**src/sv/gpio_port_with_interrupt_detect_core_assert.svh**
```systemverilog
// Assertion macros for the GPIO interrupt port.
`ifndef GPIO_PORT_WITH_INTERRUPT_DETECT_CORE_ASSERT_SVH
`define GPIO_PORT_WITH_INTERRUPT_DETECT_CORE_ASSERT_SVH

`ifndef SYNTHESIS
`define GPIOIRQ_ASSERT(name, clk, rst_n, prop) \
  name: assert property (@(posedge clk) disable iff (!rst_n) (prop)) \
    else $error("gpioirq assertion failed");
`define GPIOIRQ_ASSERT_NEXT(name, clk, rst_n, ante, cons) \
  name: assert property (@(posedge clk) disable iff (!rst_n) (ante) |=> (cons)) \
    else $error("gpioirq assertion failed");
`else
`define GPIOIRQ_ASSERT(name, clk, rst_n, prop)
`define GPIOIRQ_ASSERT_NEXT(name, clk, rst_n, ante, cons)
`endif

`endif

```
**src/sv/gpioirq_pkg.sv**
```systemverilog
`timescale 1ns / 1ps
package gpioirq_pkg;

  parameter int unsigned NumPins  = 32;
  parameter int unsigned HalfPins = 16;
  parameter int unsigned CodeW    = 2;

  typedef logic [NumPins-1:0] pins_t;

  typedef enum logic [1:0] {
    REQ_SAMPLE = 2'd0,
    REQ_READ   = 2'd1,
    REQ_WRITE  = 2'd2
  } req_e;

  typedef enum logic [2:0] {
    REG_DATA      = 3'd0,
    REG_DIR       = 3'd1,
    REG_PAD       = 3'd2,
    REG_CTRL_LO   = 3'd3,
    REG_CTRL_HI   = 3'd4,
    REG_MASK      = 3'd5,
    REG_STATUS    = 3'd6,
    REG_BOTH_EDGE = 3'd7
  } reg_e;

  typedef enum logic [CodeW-1:0] {
    CTRL_LOW_LEVEL  = 2'd0,
    CTRL_HIGH_LEVEL = 2'd1,
    CTRL_RISE       = 2'd2,
    CTRL_FALL       = 2'd3
  } ctrl_e;

  typedef struct packed {
    logic [1:0] req_type;
    reg_e       reg_index;
  } access_t;

  typedef struct packed {
    pins_t ctrl_lo;
    pins_t ctrl_hi;
    pins_t both_edge;
    pins_t prev_levels;
  } det_cfg_t;

endpackage

```
**src/sv/gpioirq_req_if.sv**
```systemverilog
`timescale 1ns / 1ps
interface gpioirq_req_if;
  logic        valid;
  logic        ready;
  logic [1:0]  req_type;
  logic [2:0]  reg_index;
  logic [31:0] write_data;
  logic [31:0] pad_levels;

  modport source (output valid, req_type, reg_index, write_data, pad_levels, input ready);
  modport sink (input valid, req_type, reg_index, write_data, pad_levels, output ready);
endinterface

```
**src/sv/gpioirq_rsp_if.sv**
```systemverilog
`timescale 1ns / 1ps
interface gpioirq_rsp_if;
  logic        valid;
  logic        ready;
  logic [31:0] read_data;
  logic [31:0] pad_drive;
  logic [31:0] drive_enable;
  logic        irq;

  modport source (output valid, read_data, pad_drive, drive_enable, irq, input ready);
  modport sink (input valid, read_data, pad_drive, drive_enable, irq, output ready);
endinterface

```
**src/sv/gpio_port_with_interrupt_detect_core.sv**
```systemverilog
`timescale 1ns / 1ps
// 32-pin GPIO port with per-pin level/edge interrupt detection. Each request
// transfer samples the pads, sets status bits, then does an optional register
// read or write; one response transfer follows for each request. Throughput is
// one transfer per clock while the response is not stalled. Items pass the
// request register, then the response register, with the detect, register
// update and read mux in the single stage between them. A stalled response
// holds the request register, so at most two items are in flight.
`include "gpio_port_with_interrupt_detect_core_assert.svh"
module gpio_port_with_interrupt_detect_core (
  input  logic              clk_i,
  input  logic              rst_ni,
  gpioirq_req_if.sink       req_i,
  gpioirq_rsp_if.source     rsp_o
);

  logic                 in_vld_q;
  gpioirq_pkg::access_t acc_q;
  gpioirq_pkg::pins_t   wdata_q;
  gpioirq_pkg::pins_t   pads_q;
  logic                 adv;

  logic                 out_vld_q;
  gpioirq_pkg::pins_t   rdata_q;
  gpioirq_pkg::pins_t   drive_q;
  gpioirq_pkg::pins_t   oe_q;
  logic                 irq_q;

  gpioirq_pkg::pins_t   rdata_d;
  gpioirq_pkg::pins_t   drive_d;
  gpioirq_pkg::pins_t   oe_d;
  logic                 irq_d;

  assign adv         = in_vld_q && (!out_vld_q || rsp_o.ready);
  assign req_i.ready = !in_vld_q || adv;

  always_ff @(posedge clk_i or negedge rst_ni) begin
    if (!rst_ni) begin
      in_vld_q <= 1'b0;
    end else if (req_i.ready) begin
      in_vld_q <= req_i.valid;
    end
  end

  // Hold the request payload until it advances.
  always_ff @(posedge clk_i) begin
    if (req_i.ready && req_i.valid) begin
      acc_q   <= '{req_type: req_i.req_type,
                   reg_index: gpioirq_pkg::reg_e'(req_i.reg_index)};
      wdata_q <= req_i.write_data;
      pads_q  <= req_i.pad_levels;
    end
  end

  gpioirq_regfile u_regfile (
    .clk_i   (clk_i),
    .rst_ni  (rst_ni),
    .load_i  (adv),
    .acc_i   (acc_q),
    .wdata_i (wdata_q),
    .pads_i  (pads_q),
    .rdata_o (rdata_d),
    .drive_o (drive_d),
    .oe_o    (oe_d),
    .irq_o   (irq_d)
  );

  always_ff @(posedge clk_i or negedge rst_ni) begin
    if (!rst_ni) begin
      out_vld_q <= 1'b0;
      drive_q   <= '0;
      oe_q      <= '0;
      irq_q     <= 1'b0;
    end else begin
      if (adv) begin
        out_vld_q <= 1'b1;
        drive_q   <= drive_d;
        oe_q      <= oe_d;
        irq_q     <= irq_d;
      end else if (rsp_o.ready) begin
        out_vld_q <= 1'b0;
      end
    end
  end

  always_ff @(posedge clk_i) begin
    if (adv) begin
      rdata_q <= rdata_d;
    end
  end

  assign rsp_o.valid        = out_vld_q;
  assign rsp_o.read_data    = rdata_q;
  assign rsp_o.pad_drive    = drive_q;
  assign rsp_o.drive_enable = oe_q;
  assign rsp_o.irq          = irq_q;

  `GPIOIRQ_ASSERT_NEXT(a_rdata_zero, clk_i, rst_ni, adv && acc_q.req_type != gpioirq_pkg::REQ_READ, rdata_q == '0)
  `GPIOIRQ_ASSERT_NEXT(a_drive_hold, clk_i, rst_ni, adv && !(acc_q.req_type == gpioirq_pkg::REQ_WRITE && acc_q.reg_index == gpioirq_pkg::REG_DATA), drive_q == $past(drive_q))
  `GPIOIRQ_ASSERT_NEXT(a_req_hold, clk_i, rst_ni, in_vld_q && !adv, in_vld_q && $stable(wdata_q) && $stable(pads_q))
  `GPIOIRQ_ASSERT(a_no_ready_when_full, clk_i, rst_ni, (in_vld_q && out_vld_q && !rsp_o.ready) |-> !req_i.ready)

endmodule

```
**src/sv/gpioirq_detect.sv**
```systemverilog
`timescale 1ns / 1ps
module gpioirq_detect (
  input  gpioirq_pkg::det_cfg_t cfg_i,
  input  gpioirq_pkg::pins_t    pads_i,
  output gpioirq_pkg::pins_t    hit_o
);

  gpioirq_pkg::pins_t rise;
  gpioirq_pkg::pins_t fall;
  logic [2*gpioirq_pkg::NumPins-1:0] ctrl_all;

  assign rise     = pads_i & ~cfg_i.prev_levels;
  assign fall     = ~pads_i & cfg_i.prev_levels;
  assign ctrl_all = {cfg_i.ctrl_hi, cfg_i.ctrl_lo};

  always_comb begin
    gpioirq_pkg::ctrl_e code;
    code  = gpioirq_pkg::CTRL_LOW_LEVEL;
    hit_o = '0;
    for (int p = 0; p < gpioirq_pkg::NumPins; p++) begin
      code = gpioirq_pkg::ctrl_e'(ctrl_all[gpioirq_pkg::CodeW*p +: gpioirq_pkg::CodeW]);
      if (cfg_i.both_edge[p]) begin
        hit_o[p] = rise[p] | fall[p];
      end else begin
        case (code)
          gpioirq_pkg::CTRL_LOW_LEVEL:  hit_o[p] = ~pads_i[p];
          gpioirq_pkg::CTRL_HIGH_LEVEL: hit_o[p] = pads_i[p];
          gpioirq_pkg::CTRL_RISE:       hit_o[p] = rise[p];
          default:                      hit_o[p] = fall[p];
        endcase
      end
    end
  end

endmodule

```
**src/sv/gpioirq_regfile.sv**
```systemverilog
`timescale 1ns / 1ps
module gpioirq_regfile (
  input  logic                 clk_i,
  input  logic                 rst_ni,
  input  logic                 load_i,
  input  gpioirq_pkg::access_t acc_i,
  input  gpioirq_pkg::pins_t   wdata_i,
  input  gpioirq_pkg::pins_t   pads_i,
  output gpioirq_pkg::pins_t   rdata_o,
  output gpioirq_pkg::pins_t   drive_o,
  output gpioirq_pkg::pins_t   oe_o,
  output logic                 irq_o
);

  gpioirq_pkg::pins_t data_q, data_d;
  gpioirq_pkg::pins_t dir_q, dir_d;
  gpioirq_pkg::pins_t ctrl_lo_q, ctrl_lo_d;
  gpioirq_pkg::pins_t ctrl_hi_q, ctrl_hi_d;
  gpioirq_pkg::pins_t mask_q, mask_d;
  gpioirq_pkg::pins_t status_q, status_d;
  gpioirq_pkg::pins_t both_q, both_d;
  gpioirq_pkg::pins_t prev_q;
  gpioirq_pkg::pins_t hit;
  gpioirq_pkg::pins_t status_hit;
  gpioirq_pkg::det_cfg_t det_cfg;
  logic is_read;
  logic is_write;

  assign det_cfg = '{ctrl_lo: ctrl_lo_q, ctrl_hi: ctrl_hi_q, both_edge: both_q,
                     prev_levels: prev_q};

  gpioirq_detect u_detect (
    .cfg_i  (det_cfg),
    .pads_i (pads_i),
    .hit_o  (hit)
  );

  assign status_hit = status_q | hit;
  assign is_read    = (acc_i.req_type == gpioirq_pkg::REQ_READ);
  assign is_write   = (acc_i.req_type == gpioirq_pkg::REQ_WRITE);

  always_comb begin
    rdata_o = '0;
    if (is_read) begin
      case (acc_i.reg_index)
        gpioirq_pkg::REG_DATA:    rdata_o = (data_q & dir_q) | (pads_i & ~dir_q);
        gpioirq_pkg::REG_DIR:     rdata_o = dir_q;
        gpioirq_pkg::REG_PAD:     rdata_o = pads_i;
        gpioirq_pkg::REG_CTRL_LO: rdata_o = ctrl_lo_q;
        gpioirq_pkg::REG_CTRL_HI: rdata_o = ctrl_hi_q;
        gpioirq_pkg::REG_MASK:    rdata_o = mask_q;
        gpioirq_pkg::REG_STATUS:  rdata_o = status_hit;
        default:                  rdata_o = both_q;
      endcase
    end
  end

  always_comb begin
    data_d    = data_q;
    dir_d     = dir_q;
    ctrl_lo_d = ctrl_lo_q;
    ctrl_hi_d = ctrl_hi_q;
    mask_d    = mask_q;
    status_d  = status_hit;
    both_d    = both_q;
    if (is_write) begin
      case (acc_i.reg_index)
        gpioirq_pkg::REG_DATA:    data_d    = wdata_i;
        gpioirq_pkg::REG_DIR:     dir_d     = wdata_i;
        gpioirq_pkg::REG_PAD:     ;
        gpioirq_pkg::REG_CTRL_LO: ctrl_lo_d = wdata_i;
        gpioirq_pkg::REG_CTRL_HI: ctrl_hi_d = wdata_i;
        gpioirq_pkg::REG_MASK:    mask_d    = wdata_i;
        gpioirq_pkg::REG_STATUS:  status_d  = status_hit & ~wdata_i;
        default:                  both_d    = wdata_i;
      endcase
    end
  end

  assign drive_o = data_d;
  assign oe_o    = dir_d;
  assign irq_o   = |(status_d & mask_d);

  always_ff @(posedge clk_i or negedge rst_ni) begin
    if (!rst_ni) begin
      data_q    <= '0;
      dir_q     <= '0;
      ctrl_lo_q <= '0;
      ctrl_hi_q <= '0;
      mask_q    <= '0;
      status_q  <= '0;
      both_q    <= '0;
      prev_q    <= '0;
    end else if (load_i) begin
      data_q    <= data_d;
      dir_q     <= dir_d;
      ctrl_lo_q <= ctrl_lo_d;
      ctrl_hi_q <= ctrl_hi_d;
      mask_q    <= mask_d;
      status_q  <= status_d;
      both_q    <= both_d;
      prev_q    <= pads_i;
    end
  end

endmodule

```
**src/flat_wrapper.sv**
```systemverilog
// flat-port wrapper written by rule: the top's interface ports become plain ports
module gpio_port_with_interrupt_detect_core_flat 
  (clk_i, rst_ni, req_i_valid, req_i_req_type, req_i_reg_index, req_i_write_data, req_i_pad_levels, req_i_ready, rsp_o_valid, rsp_o_read_data, rsp_o_pad_drive, rsp_o_drive_enable, rsp_o_irq, rsp_o_ready);
  gpioirq_req_if req_i_i ();
  gpioirq_rsp_if rsp_o_i ();
  input  logic clk_i;
  input  logic rst_ni;
  input wire logic [$bits(req_i_i.valid)-1:0] req_i_valid;
  input wire logic [$bits(req_i_i.req_type)-1:0] req_i_req_type;
  input wire logic [$bits(req_i_i.reg_index)-1:0] req_i_reg_index;
  input wire logic [$bits(req_i_i.write_data)-1:0] req_i_write_data;
  input wire logic [$bits(req_i_i.pad_levels)-1:0] req_i_pad_levels;
  output wire logic [$bits(req_i_i.ready)-1:0] req_i_ready;
  output wire logic [$bits(rsp_o_i.valid)-1:0] rsp_o_valid;
  output wire logic [$bits(rsp_o_i.read_data)-1:0] rsp_o_read_data;
  output wire logic [$bits(rsp_o_i.pad_drive)-1:0] rsp_o_pad_drive;
  output wire logic [$bits(rsp_o_i.drive_enable)-1:0] rsp_o_drive_enable;
  output wire logic [$bits(rsp_o_i.irq)-1:0] rsp_o_irq;
  input wire logic [$bits(rsp_o_i.ready)-1:0] rsp_o_ready;
  assign req_i_i.valid = req_i_valid;
  assign req_i_i.req_type = req_i_req_type;
  assign req_i_i.reg_index = req_i_reg_index;
  assign req_i_i.write_data = req_i_write_data;
  assign req_i_i.pad_levels = req_i_pad_levels;
  assign req_i_ready = req_i_i.ready;
  assign rsp_o_valid = rsp_o_i.valid;
  assign rsp_o_read_data = rsp_o_i.read_data;
  assign rsp_o_pad_drive = rsp_o_i.pad_drive;
  assign rsp_o_drive_enable = rsp_o_i.drive_enable;
  assign rsp_o_irq = rsp_o_i.irq;
  assign rsp_o_i.ready = rsp_o_ready;
  gpio_port_with_interrupt_detect_core u_core (.clk_i(clk_i), .rst_ni(rst_ni), .req_i(req_i_i), .rsp_o(rsp_o_i));
endmodule
```
**config.mk**
```make
export PLATFORM = sky130hd
export DESIGN_NAME = gpio_port_with_interrupt_detect_core_flat
export DESIGN_NICKNAME = d
export VERILOG_FILES = /design/src/sv/gpioirq_pkg.sv /design/src/sv/gpioirq_req_if.sv /design/src/sv/gpioirq_rsp_if.sv /design/src/sv/gpio_port_with_interrupt_detect_core.sv /design/src/sv/gpioirq_detect.sv /design/src/sv/gpioirq_regfile.sv /design/src/flat_wrapper.sv
export VERILOG_INCLUDE_DIRS = /design/src /design/src/sv
export SDC_FILE = /design/constraint.sdc
export NUM_CORES = 1
export LEC_CHECK = 0
export BUFFER_PORTS_ARGS = -buffer_cell sky130_fd_sc_hd__buf_4
export CORE_UTILIZATION = 45
export CTS_CLUSTER_DIAMETER = 80
export CTS_CLUSTER_SIZE = 28
export DETAILED_ROUTE_END_ITERATION = 16
export PLACE_DENSITY = 0.63
export SLEW_MARGIN = 30
export SYNTH_ARGS = -nofsm -noshare
export SYNTH_HDL_FRONTEND = slang
export SYNTH_HIERARCHICAL = 1
export SYNTH_SLANG_ARGS = --single-unit
```
**constraint.sdc**
```tcl
create_clock -name clk_i -period 3.7 [get_ports clk_i]
set_clock_uncertainty 0.15 [all_clocks]
set_input_delay 0.37 -clock clk_i [delete_from_list [all_inputs] [get_ports clk_i]]
set_output_delay 0.37 -clock clk_i [all_outputs]
set_load 0.03 [all_outputs]
```
==> flow_summary.toml, run 1 <==
[die]
pin_count = 172
start_util_pct = 45.5
rows = 80
die_w_um = 222
die_area_um2 = 49100
die_y_um = 222
fp.coreArea_um2 = 47600

[synthesis]
synth_nets = 1890
ys_seq_elements = 424
seq_area_frac_synth_pct = 51.3
yosysMostFrequentCell = "mux2_2"
synthTopCellsByCount = "mux2_2 (326), dfrtp_1 (323), a21oi_1 (143), edfxtp_1 (101), inv_1 (100)"
synth_top_area_share_pct = 37.3
synth.distinct_cells = 46
synth_largest_area_cell = "dfrtp_1"
synth_cells = 1753
synth.avg_cell_area_um2 = 12.4
netlist_area_um2 = 21700
synth_warnings = 6
synth_area_leaders = "dfrtp_1 (37%), mux2_2 (17%), edfxtp_1 (14%), ha_1 (3.7%), a21oi_1 (3.3%)"
synth_edf_count = 101
synthFlopType = "dfrtp_1"
synth-async-reset-ratio_pct = 76.2

[timing]
worst_pin_slew_ps = 947
layout_min_cycle_time_ps = 3060
fin_setup_tns_ps = 0
fin_crit_sh_pct = 82.8
finalSetupViolCount = 0
fmax_mhz = 326
setup_ws_ps = 635
hold_ws_ps = 252
rsz0062_at_grt = "no"
finalHoldViolations = 0
slew-limit-headroom_pct = 36.8
maxSlewViolCount = 0

[pwr]
irDropWorstVdd_mv = 0.514
leakage_uw = 0.0112
powerDensity_nw_per_um2 = 596

[global_route]
antenna_found_initial = 0
grt_pass1_wl_mm = 95.0
grt_max_degree = 120
overflow = 0
grt_pass1_vias = 15000
grt_usage_pct = 25.2

[final_layout]
antennaDiodeCount = 0
num-nets-final = 2078
fin_area_um2 = 25300
synthToLayoutAreaGrowth_pct = 16.5
final_layout_size_suffix_gt1_share_pct = 33.7
final_core_util_pct = 53.0

[place]
dpl_cell_area_um2 = 23500
portBuffers = 171
detailedPlace.worstSlack_ps = 779
dp_hpwl_mm = 41.3
gp_congestion = 0.918

[drt]
dr.pass1.iters = 5
finalWirelength_mm = 61.9
drt_iter0_drc = 1137
vias_per_cell = 5.78
antenna_left = 0
drc = 0
num_vias = 14900
wl_per_cell_um = 24.0

[clock_tree]
postCtsSetupRepairBufs = 0
insertion_delay_ps = 600
cts.sinks = 424
cts_root_buffer = "clkbuf_16"
cts_buffer_depth = 3
cts_tree = "yes"
clkTransAtPathRegs_ps = 100
cts_buffers = 27
htreeDepth = 1

[setup_path]
worstPathRequired_ps = 3960
cpPeakStageDelay_ps = 760
worstSetupPathType = "flop to flop"
critPathCaptureType = "flop"
path_max_fanout = 73
critPathLaunchType = "flop"
arrival_ps = 3320
cpMostUsedCell = "buf_4"
crit_chain = "buf_4, nand2b_1, buf_4, o32ai_1, a21oi_1, nor3_1"
slowest_stage = "buf_4"

[flow_run]
maxCapViolCount = 0

[run_status]
outcome = "finished, final reports clean"

[worst_hold_path]
hp-class = "input pin to asynchronous set/reset pin"
## per-layer routing
metal	wire length (um)	GRT usage, %	up-vias
met4	1280	5.89	0
li1	-	-	6679
met1	30500	39.6	7652
met5	0	0	-
met3	3520	2.69	79
met2	26600	37.1	490
## worst max-delay path: cells and delay by family (launching register included)
family                 cells  cell delay [ps]
DFF                        1              400
buffers and inverters      2             1120
AOI/OAI and AO/OA          2              530
and+or+nand+nor            2              660
## cell usage in the layout, fill, tap and decap left out, drive strengths merged, types with 50 or more instances in the layout
cell type / netlist / final
buf: 48 / 208
inv: 100 / 116
dfrtp: 323 / 323
a21oi: 143 / 143
nand2: 74 / 74
ha: 64 / 64
dlygate4sd3: 0 / 73
mux2i: 50 / 50
mux2: 402 / 402
edfxtp: 101 / 101
nor2: 78 / 78
## repair_timing
action / 4_1_cts / 5_1_grt
endpoints found under the hold margin: 159 / 0
resized for setup: 0 / 0
hold buffers: 73 / 0
endpoints found under the setup margin: 0 / 0
## through the flow
stage	std cells	total power (uW)
3_3_place_gp	2454	11300
2_1_floorplan	1753	9790
4_1_cts	2577	15100
5_1_grt	2577	15800
6_report	2577	15100
3_5_place_dp	2454	11500
## layout make-up
cell class | instances | area [um2]
Clock buffer | 30 | 718
Clock inverter | 20 | 293
Fill cell | 4173 | 22400
Inverter | 100 | 380
Multi-Input combinational cell | 1107 | 9620
Sequential cell | 424 | 11100
Tap cell | 615 | 769
Timing Repair Buffer | 281 | 2360
## worst paths after layout
| check | start | to | slack [ps] | depth (start not counted) |
|---|---|---|---|---|
| setup / recovery | u_core/acc_q[2]$_DFFE_PP_ | u_core/rsp_o.read_data[20]$_DFFE_PP_ | 640 | 6 |
| hold / removal | rst_ni | u_core/u_regfile/prev_q[25]$_DFFE_PN0P_ | 250 | 2 |
| setup reg to reg | u_core/acc_q[2]$_DFFE_PP_ | u_core/rsp_o.read_data[20]$_DFFE_PP_ | 640 | 6 |
| hold reg to reg | u_core/rsp_o.drive_enable[2]$_DFFE_PN0P_ | u_core/rsp_o.drive_enable[2]$_DFFE_PN0P_ | 370 | 1 |
| max in group asynchronous | rst_ni | u_core/u_regfile/status_q[9]$_DFFE_PN0P_ | 2170 | 3 |
| min in group clk_i | req_i_write_data[19] | u_core/wdata_q[19]$_DFFE_PP_ | 330 | 2 |
## kinds of logic (layout without fill, tap and decap cells)
family                     Yosys count  count (layout)  share of synthesized area (%)
DFF                                424             424                           51.3
muxes                              452             452                           23.9
and+or+nand+nor                    255             255                           5.71
AOI/OAI and AO/OA                  304             304                           9.67
adders and majority gates           64              64                           3.69
xor gates and xnor gates            32              32                           1.29
buffers and inverters              222             431                           4.51
## where the power goes
group | internal (uW) | switching [uW]
sequential | 5850 | 1050
clock | 1580 | 1980
combinational | 2260 | 2340
total | 9690 | 5370
Power figures use the tool's default switching activity.
==> run 2: changes to the inputs <==
--- a/config.mk
+++ b/config.mk
@@ -6,6 +6,7 @@
 export SDC_FILE = /design/constraint.sdc
 export NUM_CORES = 1
 export LEC_CHECK = 0
+export ABC_AREA = 1
 export BUFFER_PORTS_ARGS = -buffer_cell sky130_fd_sc_hd__buf_4
 export CORE_UTILIZATION = 45
 export CTS_CLUSTER_DIAMETER = 80
==> constraint.sdc (replaced) <==
create_clock -name clk_i -period 2.88 [get_ports clk_i]
set_clock_uncertainty 0.15 [all_clocks]
set_input_delay 0.288 -clock clk_i [delete_from_list [all_inputs] [get_ports clk_i]]
set_output_delay 0.288 -clock clk_i [all_outputs]
set_load 0.03 [all_outputs]
==> run 2 against run 1 <==
Compared with the run above:
- first-iteration DRC count rose by 73%
- sequential power is 33% higher
- highest routed layer is now met5
- die area grew 0.56%
- non-clock buffer count increased by 48
- clock power grew 18%
- area after synthesis increased by 0.56%
- largest cell class unchanged
- hold slack got worse by 150 ps
- clock-buffer cell count decreased by 3
- routed wire length up 22%
==> flow_summary.toml, run 2 <==
[timing]
fin_setup_tns_ps = 0
layout_min_cycle_time_ps = 2600
finalHoldViolations = 0
slew-limit-headroom_pct = 49.3
fin_crit_sh_pct = 90.4
fmax_mhz = 384
maxSlewViolCount = 0
rsz0062_at_grt = "no"
worst_pin_slew_ps = 761
finalSetupViolCount = 0

[final_layout]
final_common_cell = "nand2_1"
num-nets-final = 3096
synthToLayoutAreaGrowth_pct = 18.2
fillerInstances = 4388
ff_latch_area_um2 = 11100
antennaDiodeCount = 0
fin_area_um2 = 25800
layout_common_cells = "nand2_1 (831), o21ai_0 (331), dfrtp_1 (322)"
multiInputGateArea_um2 = 9120
final_layout_size_suffix_gt1_share_pct = 12.5

[die]
die_area_um2 = 49300
die_y_um = 222
start_util_pct = 45.7
pin_count = 172
rows = 80
fp.coreArea_um2 = 47700
die_w_um = 222

[worst_hold_path]
hp-class = "input pin to asynchronous set/reset pin"

[place]
gp_congestion = 0.931
portBuffers = 171
dp_hpwl_mm = 51.8
dpl_cell_area_um2 = 24200

[clock_tree]
cts_buffer_depth = 3
htreeDepth = 1
insertion_delay_ps = 610
clkTransAtPathRegs_ps = 110
postCtsSetupRepairBufs = 0
cts.sinks = 424
cts_buffers = 25
cts_tree = "yes"
cts_root_buffer = "clkbuf_16"

[pwr]
pwr-share-clk_pct = 20.9
powerDensity_nw_per_um2 = 778
p_switching_uw = 8060
swShare_pct = 40.2
p_seq_share_pct = 45.8
leakage_uw = 0.0124
finalPower_uw = 20100
share_comb_of_total_power_pct = 33.3
irDropWorstVdd_mv = 0.508
p_int_uw = 12000

[synthesis]
yosysMostFrequentCell = "nand2_1"
synthFlopType = "dfrtp_1"
synth.distinct_cells = 38
synth-async-reset-ratio_pct = 76.2
synth.avg_cell_area_um2 = 7.98
synth_area_leaders = "dfrtp_1 (37%), nand2_1 (14%), edfxtp_1 (14%), o21ai_0 (7.6%), inv_1 (4.6%)"
netlist_area_um2 = 21800
synth_edf_count = 101
ys_seq_elements = 424
synth_nets = 2869
synth_top_area_share_pct = 37.1
synth_warnings = 6
synthTopCellsByCount = "nand2_1 (836), o21ai_0 (331), dfrtp_1 (323), inv_1 (269), nor2_1 (258)"
seq_area_frac_synth_pct = 51.0
synth_cells = 2732
synth_largest_area_cell = "dfrtp_1"

[setup_path]
worstPathRequired_ps = 3230
endpoint = "u_core/rsp_o.irq$_DFFE_PN0P_"
crit_path_start = "u_core/pads_q[18]$_DFFE_PP_"
worstSetupPathType = "flop to flop"
critPathLaunchType = "flop"
path_max_fanout = 5
crit_family = "simple AND/OR/NAND/NOR gates"
critPathCaptureType = "flop"
r2r_start = "u_core/pads_q[18]$_DFFE_PP_"
arrival_ps = 2950
cpPeakStageDelay_ps = 480
path_buf_inv = 1
crit_chain = "inv_1, ha_1, nand2_1, o21bai_2, nor2_1, nor2_1, or2_2, a21boi_0, nand2_1, nand2_1, nor2_1, nand2_1, nor2_1, nand2_1, nand3_1, nand2_1"
timing.rr.end = "u_core/rsp_o.irq$_DFFE_PN0P_"
r2r_cells = 16
slowest_stage = "edfxtp_1"
cpMostUsedCell = "nand2_1"
r2r_slack_ps = 280
cp_num_cells = 16

[drt]
vias_per_cell = 5.59
antenna_left = 0
num_vias = 20100
drc = 0
wl_per_cell_um = 21.0
finalWirelength_mm = 75.4
dr.pass1.iters = 8
drt_iter0_drc = 1968

[global_route]
grt_max_degree = 127
grt_usage_pct = 30.5
antenna_found_initial = 1
overflow = 0
grt_pass1_wl_mm = 115
grt_pass1_vias = 19400

[flow_run]
maxCapViolCount = 0

[run_status]
outcome = "finished, final reports clean"
==> run 2: final cells by class <==
cell class | count | share of cell area, %
sequential | 424 | 43.1
multi-input combinational | 1901 | 35.4
timing repair buffer | 329 | 11.0
inverter | 278 | 4.08
tap | 615 | 2.98
clock buffer | 27 | 2.54
clock inverter | 19 | 0.893
==> run 2: worst min-delay path by stage <==
stage | start | end | slack (ps) | depth (start not counted)
finish | rst_ni | u_core/rsp_o.pad_drive[22]$_DFFE_PN0P_ | 100 | 2
floorplan | rst_ni | u_core/in_vld_q$_DFFE_PN0P_ | -160 | 0
CTS | rst_ni | u_core/rsp_o.pad_drive[15]$_DFFE_PN0P_ | 110 | 2
detailed placement | rst_ni | u_core/rsp_o.pad_drive[30]$_DFFE_PN0P_ | 150 | 1
global route | rst_ni | u_core/rsp_o.pad_drive[15]$_DFFE_PN0P_ | 150 | 2
global placement | rst_ni | u_core/rsp_o.pad_drive[30]$_DFFE_PN0P_ | 150 | 1
==> run 2: cell families (layout without fill, tap and decap cells) <==
logic type	count (synthesis)	after routing	share of synthesized area [%]
AO/OA/AOI/OAI	547	547	14.4
adder cells (fa/ha/maj)	64	64	3.67
buffers and inverters	407	653	7.33
AND/OR/NAND/NOR	1290	1290	23.6
flip-flops	424	424	51.0
==> run 2: power groups by stage <==
stage / clock network [uW] / registers [uW] / logic (uW)
2_1_floorplan: 0 / 9400 / 3770
3_3_place_gp: 0 / 9220 / 6340
3_5_place_dp: 0 / 9280 / 6520
4_1_cts: 4270 / 9170 / 6630
5_1_grt: 4460 / 9390 / 7420
6_report: 4190 / 9190 / 6680
==> run 2: metal layers <==
metal	global-route usage (%)	wire [um]	vias to the layer above
li1	-	-	9280
met1	37.4	28800	9699
met2	49.9	35300	882
met3	3.31	5070	217
met4	22.5	6290	2
met5	0	13	-
==> run 2: per-stage QoR <==
step	instances	hold WS [ps]	setup slack [ps]	utilization, %
floorplan	2732	-158	68.6	-
global placement	3474	153	271	50.6
detailed placement	3474	152	283	50.6
CTS	3593	107	270	54.0
global route	3593	147	38.4	54.0
finish	3593	98.5	277	54.0
==> run 2: what timing repair did <==
action                    CTS  global route
gates resized for setup     0             0
hold buffers               73             0
hold endpoints to repair  133             0
==> run 2: worst reg2reg max path, cell delays in order (launching register included) <==
cell      delay (ps)
edfxtp_1         480
inv_1            100
ha_1             200
nand2_1           80
o21bai_2          60
nor2_1           100
nor2_1            50
or2_2            290
a21boi_0         150
nand2_1          100
nand2_1           50
nor2_1           310
nand2_1           90
nor2_1           100
nand2_1           70
nand3_1           80
nand2_1           70
